<file path="src/rtl/assert_macros.svh">
// Assertion helpers shared by the RTL. Both sample on clk and stay quiet while arst_n is low.
`ifndef ASSERT_MACROS_SVH
`define ASSERT_MACROS_SVH

// Consequent must hold in the same cycle as the antecedent.
`define ASSERT_SAME(lbl, ante, cons) \
	lbl: assert property (@(posedge clk) disable iff (!arst_n) (ante) |-> (cons)) \
		else $error("assertion failed");

// Consequent must hold in the cycle after the antecedent.
`define ASSERT_NEXT(lbl, ante, cons) \
	lbl: assert property (@(posedge clk) disable iff (!arst_n) (ante) |=> (cons)) \
		else $error("assertion failed");

`endif

</file>
<file path="src/rtl/ctf_pkg.sv">
`timescale 1ns / 1ps
`default_nettype none
// ----------------------------------------------------------------------------
// ctf_pkg: shared types and constants for the Celsius word converter
// Character codes, scanner states, result kinds and the accumulator limits.
// ----------------------------------------------------------------------------
package ctf_pkg;

	localparam int ACC_BITS = 32;
	localparam longint ACC_MAX = (64'sd1 <<< (ACC_BITS - 1)) - 64'sd1;

	// Accumulator is kept as s = 5*k + r, 0 <= r < 5
	localparam int K_W = ACC_BITS - 1;
	localparam int KX_W = ACC_BITS + 3;
	localparam int FAHR_W = 33;
	localparam int FAHR_PAD = 40;
	localparam int CV_W = (ACC_BITS + 3 > FAHR_W) ? ACC_BITS + 3 : FAHR_W;

	localparam logic signed [K_W-1:0] K_MAX = K_W'(ACC_MAX / 5);
	localparam logic [2:0] R_MAX = 3'(ACC_MAX % 5);
	localparam logic signed [K_W-1:0] K_MIN =
		K_W'(-(ACC_MAX / 5) - (((ACC_MAX % 5) != 0) ? 1 : 0));
	localparam logic [2:0] R_MIN = 3'((((ACC_MAX % 5) != 0) ? 5 - (ACC_MAX % 5) : 0));

	localparam logic [7:0] CH_TAB   = 8'h09;
	localparam logic [7:0] CH_LF    = 8'h0A;
	localparam logic [7:0] CH_VT    = 8'h0B;
	localparam logic [7:0] CH_SPACE = 8'h20;
	localparam logic [7:0] CH_PLUS  = 8'h2B;
	localparam logic [7:0] CH_MINUS = 8'h2D;
	localparam logic [7:0] CH_ZERO  = 8'h30;
	localparam logic [7:0] CH_NINE  = 8'h39;
	localparam logic [7:0] CH_UC_C  = 8'h43;

	typedef enum logic [2:0] {
		ST_IDLE  = 3'd0,
		ST_SKIP  = 3'd1,
		ST_HOLD  = 3'd2,
		ST_PLUS  = 3'd3,
		ST_NEG   = 3'd4,
		ST_POS   = 3'd5,
		ST_MINUS = 3'd6
	} scan_state_t;

	typedef enum logic [1:0] {
		KIND_NL       = 2'd0,
		KIND_TEMP_SP  = 2'd1,
		KIND_TEMP_SNL = 2'd2,
		KIND_TEMP_NL  = 2'd3
	} kind_t;

	typedef struct packed {
		logic [7:0] code;
		logic       last;
	} item_t;

	typedef struct packed {
		logic                     emit;
		kind_t                    kind;
		logic signed [FAHR_W-1:0] value;
		scan_state_t              state;
	} scan_res_t;

	// floor(t/5) for t up to 50
	function automatic logic [3:0] div5_small(input logic [5:0] t);
		logic [3:0] q;
		q = '0;
		for (int i = 1; i <= 10; i++) begin
			if (t >= 6'(5 * i))
				q = q + 4'd1;
		end
		return q;
	endfunction

	// floor((9*r + 162) / 5) for r in 0..4
	function automatic logic [5:0] fahr_ofs(input logic [2:0] r);
		logic [5:0] f;
		case (r)
			3'd0: f = 6'd32;
			3'd1: f = 6'd34;
			3'd2: f = 6'd36;
			3'd3: f = 6'd37;
			3'd4: f = 6'd39;
			default: f = 6'd32;
		endcase
		return f;
	endfunction

endpackage
`default_nettype wire

</file>
<file path="src/rtl/ctf_scan.sv">
`timescale 1ns / 1ps
`default_nettype none
// ----------------------------------------------------------------------------
// ctf_scan: word recognizer and Celsius to Fahrenheit arithmetic
// Holds the scanner state, the digit accumulator (as quotient and remainder
// by five) and the converted value waiting for its terminator.
// ----------------------------------------------------------------------------
module ctf_scan (
	input  wire                clk,
	input  wire                arst_n,
	input  ctf_pkg::item_t     item,
	input  wire                fire,
	output ctf_pkg::scan_res_t res
);

	ctf_pkg::scan_state_t state_q, state_d;
	logic signed [ctf_pkg::K_W-1:0]    k_q;
	logic [2:0]                        r_q;
	logic signed [ctf_pkg::FAHR_W-1:0] pend_q;

	logic is_digit, is_letter, is_blank, is_eol, is_sign;
	logic load_acc, load_pend;
	logic emit;
	ctf_pkg::kind_t kind;

	always_comb begin
		is_digit  = item.code inside {[ctf_pkg::CH_ZERO:ctf_pkg::CH_NINE]};
		is_letter = item.code inside {[8'h41:8'h5A], [8'h61:8'h7A]};
		is_blank  = item.code inside {ctf_pkg::CH_SPACE, ctf_pkg::CH_TAB};
		is_eol    = item.code inside {ctf_pkg::CH_LF, ctf_pkg::CH_VT};
		is_sign   = item.code inside {ctf_pkg::CH_PLUS, ctf_pkg::CH_MINUS};
	end

	// digit arithmetic: s' = 10*s +/- d with s = 5k + r
	logic                            neg, start;
	logic [3:0]                      dig, q5;
	logic [2:0]                      r_base, r_new;
	logic [5:0]                      t, rem;
	logic signed [ctf_pkg::KX_W-1:0] kb, k_ext;
	logic signed [ctf_pkg::K_W-1:0]  k_next;
	logic [2:0]                      r_next;
	logic signed [ctf_pkg::KX_W-1:0] k_max_x, k_min_x;

	assign k_max_x = ctf_pkg::KX_W'(ctf_pkg::K_MAX);
	assign k_min_x = ctf_pkg::KX_W'(ctf_pkg::K_MIN);

	always_comb begin
		neg    = (state_q == ctf_pkg::ST_NEG) || (state_q == ctf_pkg::ST_MINUS);
		start  = !((state_q == ctf_pkg::ST_NEG) || (state_q == ctf_pkg::ST_POS));
		dig    = 4'(item.code - ctf_pkg::CH_ZERO);
		r_base = start ? 3'd0 : r_q;
		kb     = start ? '0 : ctf_pkg::KX_W'(k_q);
		t      = 6'({r_base, 3'b000}) + 6'({r_base, 1'b0})
			+ (neg ? 6'(6'd10 - 6'(dig)) : 6'(dig));
		q5     = ctf_pkg::div5_small(t);
		rem    = t - 6'({q5, 2'b00}) - 6'(q5);
		r_new  = rem[2:0];
		k_ext  = (kb <<< 3) + (kb <<< 1) + ctf_pkg::KX_W'(q5)
			- (neg ? ctf_pkg::KX_W'(2) : '0);
		k_next = ctf_pkg::K_W'(k_ext);
		r_next = r_new;
		if (!neg && ((k_ext > k_max_x) || ((k_ext == k_max_x) && (r_new > ctf_pkg::R_MAX)))) begin
			k_next = ctf_pkg::K_MAX;
			r_next = ctf_pkg::R_MAX;
		end else if (neg && ((k_ext < k_min_x)
				|| ((k_ext == k_min_x) && (r_new < ctf_pkg::R_MIN)))) begin
			k_next = ctf_pkg::K_MIN;
			r_next = ctf_pkg::R_MIN;
		end
	end

	// round(9s/5 + 32) = 9k + floor((9r + 162) / 5)
	logic signed [ctf_pkg::CV_W-1:0] kc, conv;

	always_comb begin
		kc   = ctf_pkg::CV_W'(k_q);
		conv = (kc <<< 3) + kc + ctf_pkg::CV_W'(ctf_pkg::fahr_ofs(r_q));
	end

	// next state
	always_comb begin
		state_d   = state_q;
		load_acc  = 1'b0;
		load_pend = 1'b0;
		if (item.last) begin
			state_d = ctf_pkg::ST_IDLE;
		end else begin
			case (state_q)
				ctf_pkg::ST_SKIP: begin
					if (item.code == ctf_pkg::CH_SPACE || is_eol)
						state_d = ctf_pkg::ST_IDLE;
				end
				ctf_pkg::ST_HOLD: begin
					if (is_blank || is_eol)
						state_d = ctf_pkg::ST_IDLE;
					else
						state_d = ctf_pkg::ST_SKIP;
				end
				ctf_pkg::ST_NEG, ctf_pkg::ST_POS: begin
					if (is_digit)
						load_acc = 1'b1;
					else if (item.code == ctf_pkg::CH_UC_C) begin
						load_pend = 1'b1;
						state_d   = ctf_pkg::ST_HOLD;
					end else if (item.code == ctf_pkg::CH_SPACE || is_eol)
						state_d = ctf_pkg::ST_IDLE;
					else
						state_d = ctf_pkg::ST_SKIP;
				end
				ctf_pkg::ST_PLUS, ctf_pkg::ST_MINUS: begin
					if (is_blank || is_eol)
						state_d = ctf_pkg::ST_IDLE;
					else if (is_letter || is_sign)
						state_d = ctf_pkg::ST_SKIP;
					else if (is_digit) begin
						load_acc = 1'b1;
						state_d  = (state_q == ctf_pkg::ST_MINUS) ? ctf_pkg::ST_NEG
							: ctf_pkg::ST_POS;
					end
				end
				default: begin
					// idle, and the unused code behaves the same
					if (is_blank || is_eol)
						state_d = ctf_pkg::ST_IDLE;
					else if (is_letter)
						state_d = ctf_pkg::ST_SKIP;
					else if (is_digit) begin
						load_acc = 1'b1;
						state_d  = ctf_pkg::ST_POS;
					end else if (item.code == ctf_pkg::CH_MINUS)
						state_d = ctf_pkg::ST_MINUS;
					else if (item.code == ctf_pkg::CH_PLUS)
						state_d = ctf_pkg::ST_PLUS;
					else
						state_d = ctf_pkg::ST_IDLE;
				end
			endcase
		end
	end

	// outputs
	always_comb begin
		emit = 1'b0;
		kind = ctf_pkg::KIND_NL;
		if (item.last) begin
			emit = 1'b1;
			kind = (state_q == ctf_pkg::ST_HOLD) ? ctf_pkg::KIND_TEMP_NL : ctf_pkg::KIND_NL;
		end else begin
			case (state_q)
				ctf_pkg::ST_HOLD: begin
					if (is_blank) begin
						emit = 1'b1;
						kind = ctf_pkg::KIND_TEMP_SP;
					end else if (is_eol) begin
						emit = 1'b1;
						kind = ctf_pkg::KIND_TEMP_SNL;
					end
				end
				default: begin
					emit = is_eol;
					kind = ctf_pkg::KIND_NL;
				end
			endcase
		end
	end

	assign res.emit  = emit;
	assign res.kind  = kind;
	assign res.value = (kind == ctf_pkg::KIND_NL) ? '0 : pend_q;
	assign res.state = state_q;

	always_ff @(posedge clk or negedge arst_n) begin
		if (!arst_n)
			state_q <= ctf_pkg::ST_IDLE;
		else if (fire)
			state_q <= state_d;
	end

	always_ff @(posedge clk) begin
		if (fire && load_acc) begin
			k_q <= k_next;
			r_q <= r_next;
		end
		if (fire && load_pend)
			pend_q <= conv[ctf_pkg::FAHR_W-1:0];
	end

endmodule
`default_nettype wire

</file>
<file path="src/rtl/celsius_token_to_fahrenheit.sv">
`timescale 1ns / 1ps
`default_nettype none
`include "assert_macros.svh"
// ----------------------------------------------------------------------------
// celsius_token_to_fahrenheit: text stream Celsius word converter
// Scans a byte stream for signed decimal words ending in 'C' and returns each
// as a rounded Fahrenheit value, plus newline markers.
// ----------------------------------------------------------------------------
// One byte is taken per clock cycle with the result side ready. A byte sits
// in the input register while the recognizer and the digit arithmetic
// update the scanner state, then any result lands in the output register.
// The scanner state register and the accumulator registers are the loops.
// Bytes with no result never wait on the master side; a byte that makes a
// result waits in the input register until the output register is free.
// tlast on the input marks end of stream and always yields a result.
// ----------------------------------------------------------------------------
module celsius_token_to_fahrenheit (
	input  wire        clk,
	input  wire        arst_n,
	input  wire        s_axis_tvalid,
	output logic       s_axis_tready,
	input  wire  [7:0] s_axis_tdata,   // [7:0] byte_req
	input  wire        s_axis_tlast,   // end_of_input
	output logic       m_axis_tvalid,
	input  wire        m_axis_tready,
	output logic [39:0] m_axis_tdata,  // [32:0] fahrenheit, [39:33] zero
	output logic [1:0] m_axis_tuser    // [1:0] kind
);

	logic                valid_s1;
	ctf_pkg::item_t      item_s1;
	ctf_pkg::scan_res_t  res;
	logic                out_free, fire;

	logic                              m_valid_q;
	ctf_pkg::kind_t                    m_kind_q;
	logic signed [ctf_pkg::FAHR_W-1:0] m_value_q;

	ctf_scan u_scan (
		.clk    (clk),
		.arst_n (arst_n),
		.item   (item_s1),
		.fire   (fire),
		.res    (res)
	);

	assign out_free      = !m_valid_q || m_axis_tready;
	assign fire          = valid_s1 && (!res.emit || out_free);
	assign s_axis_tready = !valid_s1 || fire;

	always_ff @(posedge clk or negedge arst_n) begin
		if (!arst_n) begin
			valid_s1  <= 1'b0;
			m_valid_q <= 1'b0;
		end else begin
			if (s_axis_tready)
				valid_s1 <= s_axis_tvalid;
			if (fire && res.emit)
				m_valid_q <= 1'b1;
			else if (m_axis_tready)
				m_valid_q <= 1'b0;
		end
	end

	always_ff @(posedge clk) begin
		if (s_axis_tready && s_axis_tvalid) begin
			item_s1.code <= s_axis_tdata;
			item_s1.last <= s_axis_tlast;
		end
		if (fire && res.emit) begin
			m_kind_q  <= res.kind;
			m_value_q <= res.value;
		end
	end

	assign m_axis_tvalid = m_valid_q;
	assign m_axis_tuser  = m_kind_q;
	assign m_axis_tdata  = {(ctf_pkg::FAHR_PAD - ctf_pkg::FAHR_W)'(0), m_value_q};

	`ASSERT_SAME(a_nl_zero, m_valid_q && (m_kind_q == ctf_pkg::KIND_NL), m_value_q == '0)
	`ASSERT_NEXT(a_eoi_idle, fire && item_s1.last, res.state == ctf_pkg::ST_IDLE)
	`ASSERT_NEXT(a_stall_hold, valid_s1 && !fire, $stable(res.state))
	`ASSERT_NEXT(a_result_out, fire && res.emit, m_valid_q)

endmodule
`default_nettype wire

</file>
<file path="config.mk">
export PLATFORM = sky130hd
export DESIGN_NAME = celsius_token_to_fahrenheit
export DESIGN_NICKNAME = d
export VERILOG_FILES = /design/src/rtl/ctf_pkg.sv /design/src/rtl/ctf_scan.sv /design/src/rtl/celsius_token_to_fahrenheit.sv
export VERILOG_INCLUDE_DIRS = /design/src /design/src/rtl
export SDC_FILE = /design/constraint.sdc
export NUM_CORES = 1
export LEC_CHECK = 0
export BUFFER_PORTS_ARGS = -buffer_cell sky130_fd_sc_hd__buf_2
export CAP_MARGIN = 20
export CORE_ASPECT_RATIO = 0.5
export CORE_MARGIN = 4
export CORE_UTILIZATION = 52
export CTS_CLUSTER_DIAMETER = 80
export CTS_CLUSTER_SIZE = 25
export DETAILED_ROUTE_END_ITERATION = 12
export GPL_ROUTABILITY_DRIVEN = 0
export PLACE_DENSITY = 0.69
export SETUP_SLACK_MARGIN = 0.05
export SYNTH_ARGS = -nofsm -noshare
export SYNTH_HDL_FRONTEND = slang
export SYNTH_HIERARCHICAL = 1
export SYNTH_SLANG_ARGS = --single-unit
</file>
<file path="constraint.sdc">
create_clock -name clk -period 22.5 [get_ports clk]
set_input_delay 4.5 -clock clk [delete_from_list [all_inputs] [get_ports clk]]
set_output_delay 4.5 -clock clk [all_outputs]
set_load 0.03 [all_outputs]
</file>
Word-level counts from Yosys, hierarchy flattened
Cells that the tools add are included.

Add/subtract/negate cells: 20. $lt $le $gt $ge: 20. Equality and inequality tests: 22. Multiplexer cells: 55. Reductions and logical operators: 37.

Operator list (number): $eq 35x30->1 const B (2); $mux 3 (12); $mux 4 (9); $add 35x35->35 (1); $add 35x4->35 (1); $gt 35x30->1 const B (1); $lt 35x30->1 const B (1); $sub 35x35->35 (1); $mux 34 (1); $add 33x31->33 (1); $add 33x6->33 (1); $add 4x1->4 const B (8); $mux 31 (1); $eq 8x4->1 const B (3); $eq 8x6->1 const B (3); $ge 6x6->1 const B (4); $pmux 3 s4 (2); $mux 1 (21); $ge 6x5->1 const B (3); $ge 8x7->1 const B (2); $le 8x7->1 const B (2); $mux 2 (7); $eq 3x2->1 const B (4); $eq 3x3->1 const B (4); other kinds (26) (59).

Register bits after elaboration: 116. Logic and storage cells: 165.

Depth between registers and ports, before layout
Gate-level depths: netlist (run 1).

Word-level depth: 32. Mapped depth: 56. Gate-level depth less buffers: 54.

By module
Netlist (run 1), hierarchy kept.

Modules (own cells, without submodules): ctf_scan (instances 1, cells each 1142, area each 9668.0 um^2); celsius_token_to_fahrenheit (instances 1, cells each 62, area each 1483.9 um^2).

Least setup slack after synthesis (run 1)
OpenSTA, ideal clock, no wires.

Path kind: register to register. Start: register u_scan.state_q[2]. End: register u_scan.r_q[1], data pin. Arrival time: 11.742 ns. Slack: 10.492 ns. Cell stages (with the launch flop): 54. Path buffers: 2. Path through: dfrtp_1 > nor2b_1 > clkbuf_1 > and2_1 > inv_1 > fa_1 > inv_1 > ha_1 > a21o_1 > a21oi_1 > xor3_2 > nor2_1 > and3_1 > ha_1 > clkbuf_1 > xor2_1 > ha_1 > mux2_2 > [18 not listed] > xor2_1 > ha_1 > inv_1 > ha_1 > ha_1 > fa_1 > a211oi_1 > o211ai_1 > a31oi_1 > nand3_1 > mux2i_1 > a211o_1 > nor4_1 > a22oi_1 > a41o_1 > a311o_1 > o21bai_4 > or3b_1.

Word-level cells in the longest chain between the ends: 32.

Ends and longest elaborated chain: start, declared (line ctf_scan.sv:16) `ctf_pkg::scan_state_t state_q, state_d;`; start signal, assigned (line ctf_scan.sv:174) `state_q <= ctf_pkg::ST_IDLE;`; start signal, assigned (line ctf_scan.sv:176) `state_q <= state_d;`; parallel branches: the longest is 32 deep, another holds $add 6x4->6; end signal, assigned (line ctf_scan.sv:182) `r_q <= r_next;`; end, declared (line ctf_scan.sv:18) `logic [2:0] r_q;`.

Parallel ways; which one is timed is not known. A chain may end at the register's enable or synchronous reset.

Worst setup path after layout (run 1)
Start: register u_scan.state_q[0]. End: register u_scan.r_q[1], data pin.

The elaborated chain is that of the path after synthesis.

==> results of run 1 <==
## area by class of cell
| type | count | area (um^2) |
|---|---|---|
| multi-input cells | 934 | 7090 |
| clock buffers | 18 | 429 |
| clock inverters | 14 | 160 |
| inverters | 122 | 458 |
| repair buffers | 55 | 310 |
| well taps | 273 | 342 |
| fillers | 1826 | 8530 |
| flip-flops and latches | 116 | 3460 |
## layer usage
layer / track usage, % / part of all wire [%] / up-vias
li1: - / - / 4424
met1: 25.8 / 47 / 4090
met2: 33.8 / 48 / 167
met3: 3.71 / 3.8 / 26
met4: 5.27 / 1.3 / 0
met5: 0 / 0 / -
## state kept, by name, summed over array words and instances, names as in the netlist
register,flops
u_scan/k_q,31
u_scan/pend_q,33
m_axis_tuser,2
m_value_q,33
u_scan/state_q,3
valid_s1,1
item_s1,9
u_scan/r_q,3
m_axis_tvalid,1
## layout by cell type (no fill, tap or decap), types with 27 or more instances in the layout
master    synthesis  layout
ha_1            180     180
inv_1           121     121
edfxtp_1        111     111
nand2_1         109     109
a21oi_1          86      85
nor2_1           66      64
o21ai_0          51      51
buf_2             7      49
xnor2_1          48      48
and2_1           42      42
a21o_1           40      40
nand3_1          34      34
xor2_1           27      27
## through the flow
step | hold slack [ps] | utilization (%) | worst slack [ps]
finish | 515 | 58.9 | 8770
CTS | 516 | 58.8 | 8800
global placement | 504 | 55.9 | 9460
floorplan | 497 | - | 10490
detailed placement | 506 | 55.9 | 8850
global route | 525 | 58.9 | 7670
## final timing paths
path | start | endpoint | slack, ps | depth (start not counted)
max | u_scan/state_q[0] | u_scan/r_q[1] | 8770 | 53
min | u_scan/pend_q[10] | m_value_q[10] | 510 | 1
max reg2reg | u_scan/state_q[0] | u_scan/r_q[1] | 8770 | 53
min reg2reg | u_scan/pend_q[10] | m_value_q[10] | 510 | 1
max in group asynchronous | arst_n | u_scan/state_q[0] | 18480 | 1
min in group asynchronous | arst_n | u_scan/state_q[2] | 3890 | 1
## kinds of logic after synthesis
family / after synthesis
xor gates and xnor gates: 79
other: 1
and+or+nand+nor: 353
adders and majority gates: 187
buffers and inverters: 160
DFF: 116
muxes: 14
AOI/OAI and AO/OA: 294
## worst max-delay path, delay by kind of cell (launching register included)
family	cells	cell delay, ps
buffers and inverters	6	720
adder cells (fa/ha/maj)	14	4400
multiplexers	5	1190
XOR/XNOR	6	1510
AND/OR/NAND/NOR	10	1690
flip-flops	1	450
AO/OA/AOI/OAI	12	3520
==> key figures, run 1 <==
Outcome
  – Status: finished, final reports clean

STA
  – TNS Setup: 0 ps
  – # setup viols final: 0
  – Fmax: 72.8 MHz
  – Min Tclk post-route: 13730 ps
  – Slew HR: 46.3%
  – Max Transition Viols Final: 0
  – Final Cycle Share: 61.0%
  – Worst Skew: 9.54 ps
  – Final Hold Violating Endpoints: 0
  – Unrepaired setup endpoints after global routing: false
  – Slew @ Worst Pin: 800 ps

Logic synthesis
  – Syn_area_per_cell: 9.26 um^2
  – Post-synth top cells: 180 x ha_1, 121 x inv_1, 111 x edfxtp_1, 109 x nand2_1, 86 x a21oi_1
  – Simple-gate share of the synthesized area: 16.0%
  – Largest family of logic cells by synthesized area: adder cells
  – Post-Syn Area: 11200 um^2
  – Number of synthesis warnings: 6
  – Synth top area share: 29.9%
  – Synth Area in Adders: a little over a fifth
  – Ys flop type: edfxtp_1
  – Dominant cell by count in the synthesized netlist: ha_1
  – Post-synth ARST share: 4.31%
  – Cell variety after synth: 84
  – Compound-Gate Fraction of Synth Area: 17.5%
  – #FFs+latches synth: roughly 120
  – Area contributors post-synth: edfxtp_1 30%, ha_1 20%, inv_1 4.1%
  – Sequential area share after synthesis: around 31%
  – Post-synth EDFFs: between 100 and 150
  – Cells after Synth: ~1200
  – Leading area contributor after synthesis: edfxtp_1
  – Post-Synth XOR/XNOR Area: 6.71%
  – Post-synthesis mux area share: 1.41%

Drt
  – Final ANT Viol Nets: 0
  – WL/cell: between 10 and 15 um
  – 1st-pass router iterations: 5
  – Total Wirelength: 22900 um
  – Vias per cell: 5.68
  – Drt initial violations: about 580
  – Via count: 8707
  – Residual DRC count: 0

Die
  – IO Pins: between 50 and 60
  – Die H: 112 um
  – Die width: 215 um
  – Initial Util: 53.7%
  – Cell row count: 37
  – Core Area: 20800 um^2
  – Area of the die: around 24000 um^2

Setup path
  – Slowest cell on crit path: fa_1
  – Most frequent CP cell: ha_1
  – Crit start category: register
  – Critical path endpoint category: register
  – WP data required: 22670 ps
  – Crit-path max cell delay: 560 ps
  – Critical Path AT: 13900 ps
  – Crit-path max FO: 28
  – WS Path Type: register to register

Clock tree
  – Num Clock Sinks: 116
  – Post_cts resized: 0
  – CTS root buf: clkbuf_16
  – Htree depth: 4
  – CTS tree: built
  – CTS clk-pin slew, worst paths: 60 ps
  – Worst-skew pair later-pin latency: 420 ps
  – Clk buf depth: 2
  – Setup bufs post-CTS: 0
  – CTS Buf Count: 17
  – Hold_buf cts: 0

Hold path
  – Hold Path Class: register to register

Global routing
  – Initial antenna violation count: 0
  – Total grt overflow: 0
  – Vias in the first global route: 8413
  – Total GRT Usage: roughly a fifth
  – Largest net degree at the start of global routing: 37
  – First-pass GRT wire length: 39600 um

Place
  – Placed cell area: ~12000 um^2
  – DPL Wire Length: 18100 um
  – Placed cells: 1498
  – Port bufs: 49

Final layout
  – Area grow syn2layout: 9.86%
  – Final cell count without fillers: between 1500 and 2000
  – Share of layout cells above drive strength 1: 9.05%
  – Fin nets: 1446
  – Number of diodes: 0
  – Post-Layout Inst Area: 12300 um^2

Run
  – Maxcap violations: 0
Power of run 1 is not shown: default switching activity piles up to over one toggle a cycle in this logic, so the estimate is an artifact.
==> run 2: changes to the inputs <==
- PLACE_DENSITY: 0.69 -> 0.72
- clock period: 22.5 -> 11.4 ns (I/O delays scaled with it)
==> key figures, run 2 (synthesis gave the netlist of run 1 again) <==
Die
  – Initial Util: 53.7%
  – IO Pins: 57
  – Core Area: 20800 um^2
  – Area of the die: 24000 um^2
  – Die width: 215 um
  – Die H: around 110 um
  – Cell row count: 37

Clock tree
  – Htree depth: 4
  – Num Clock Sinks: between 100 and 150
  – Worst-skew pair later-pin latency: between 400 and 500 ps
  – CTS Buf Count: 17
  – Clk buf depth: 2
  – CTS tree: built
  – CTS clk-pin slew, worst paths: about 60 ps
  – Hold_buf cts: 0
  – CTS root buf: clkbuf_16

Hold path
  – Hold Path Class: register to register

STA
  – Max Transition Viols Final: 0
  – Worst Skew: 7.63 ps
  – Slew HR: a little over half
  – Unrepaired setup endpoints after global routing: true
  – Final Hold Violating Endpoints: 0
  – Slew @ Worst Pin: 676 ps
  – TNS Setup: 0 ps
  – Final Cycle Share: between 90% and 100%
  – # setup viols final: 0
  – Fmax: slightly below 90 MHz
  – Min Tclk post-route: 11260 ps

Setup path
  – WS Path Type: register to register
  – Most frequent CP cell: ha_4
  – Critical Path AT: ~11000 ps
  – WP data required: 11560 ps
  – Critical path endpoint category: register
  – Crit start category: register
  – Critical path launch point: u_scan/state_q[0]
  – Reg-to-Reg Start: u_scan/state_q[0]
  – Worst reg2reg path endpoint: u_scan/r_q[1]
  – Slowest cell on crit path: fa_1
  – CP endpoint: u_scan/r_q[1]
  – Worst-case reg-to-reg path depth: 53
  – Crit-path max cell delay: 500 ps
  – R2R Setup Slk: 140 ps
  – Crit-path max FO: 8

Final layout
  – Area grow syn2layout: 19.5%
  – Fin nets: roughly 1500
  – Share of layout cells above drive strength 1: 19.2%
  – Filler Cells Inserted: between 1500 and 2000
  – Number of diodes: 0
  – Most common cell after layout, fill and taps aside: ha_1
  – Most frequent cells in the layout: 169 x ha_1, 114 x inv_1, 111 x edfxtp_1
  – Top Registers: m_value_q x33, u_scan/pend_q x33, u_scan/k_q x31

Global routing
  – Total GRT Usage: 21.4%
  – Largest net degree at the start of global routing: 36
  – First-pass GRT wire length: 43400 um
  – Total grt overflow: 0
  – Initial antenna violation count: 0
  – Vias in the first global route: 9319

Drt
  – Total Wirelength: 26200 um
  – Via count: 9407
  – Residual DRC count: 0
  – 1st-pass router iterations: 5
  – Final ANT Viol Nets: 0
  – WL/cell: 16.2 um
  – Vias per cell: 5.84
  – Drt initial violations: 565

Place
  – Port bufs: 49
  – DPL Wire Length: around 19000 um

Run
  – Maxcap violations: 0

Outcome
  – Status: finished, final reports clean
-- run 2: cell type report --
class	count	area (um^2)	area share, %
multi-input combinational	934	7550	56.6
sequential	116	3460	26.0
timing repair buffer	136	930	6.97
inverter	122	462	3.46
clock buffer	17	425	3.19
tap	273	342	2.56
clock inverter	14	163	1.22
-- run 2: critical path, delay by kind of cell, from the launching register on --
kind                       cells  cell delay [ps]
xor gates and xnor gates       6             1150
AOI/OAI and AO/OA             10             2120
buffers and inverters          8              660
DFF                            1              380
and+or+nand+nor               12             2040
adders and majority gates     13             3610
muxes                          4             1020
-- run 2: worst min path at each step --
stage                           start             to  slack [ps]  cells after the start
floorplan            u_scan/pend_q[0]   m_value_q[0]         500                      1
global placement    u_scan/pend_q[19]  m_value_q[19]         510                      1
detailed placement  u_scan/pend_q[31]  m_value_q[31]         500                      1
CTS                 u_scan/pend_q[31]  m_value_q[31]         520                      1
global route        u_scan/pend_q[31]  m_value_q[31]         540                      1
finish              u_scan/pend_q[31]  m_value_q[31]         510                      1
-- run 2: layer usage --
layer | track usage [%] | share of wire (%) | up-vias
met2 | 39.5 | 51 | 282
li1 | - | - | 4585
met3 | 3.57 | 4.9 | 43
met4 | 5.62 | 1.4 | 0
met1 | 26.1 | 43 | 4497
met5 | 0 | 0 | -
-- run 2: per-stage QoR --
| stage | util, % | cell area (um^2) | instances | setup slack (ps) | hold WS (ps) |
|---|---|---|---|---|---|
| after floorplan | - | 11200 | 1210 | 56.5 | 497 |
| after global placement | 57.9 | 12000 | 1548 | 124 | 510 |
| after detailed placement | 57.9 | 12000 | 1548 | -363 | 503 |
| after CTS | 62.4 | 13000 | 1598 | 20.3 | 517 |
| after global routing | 64.1 | 13300 | 1612 | -279 | 536 |
| final | 64.1 | 13300 | 1612 | 136 | 514 |
-- run 2: what timing repair did --
| action | CTS | global route |
|---|---|---|
| pin swaps | 37 | 48 |
| resized for setup | 42 | 42 |
| buffers inserted | 19 | 14 |
| endpoints found under the setup margin | 34 | 34 |
Power of run 2 is left out for the same reason.
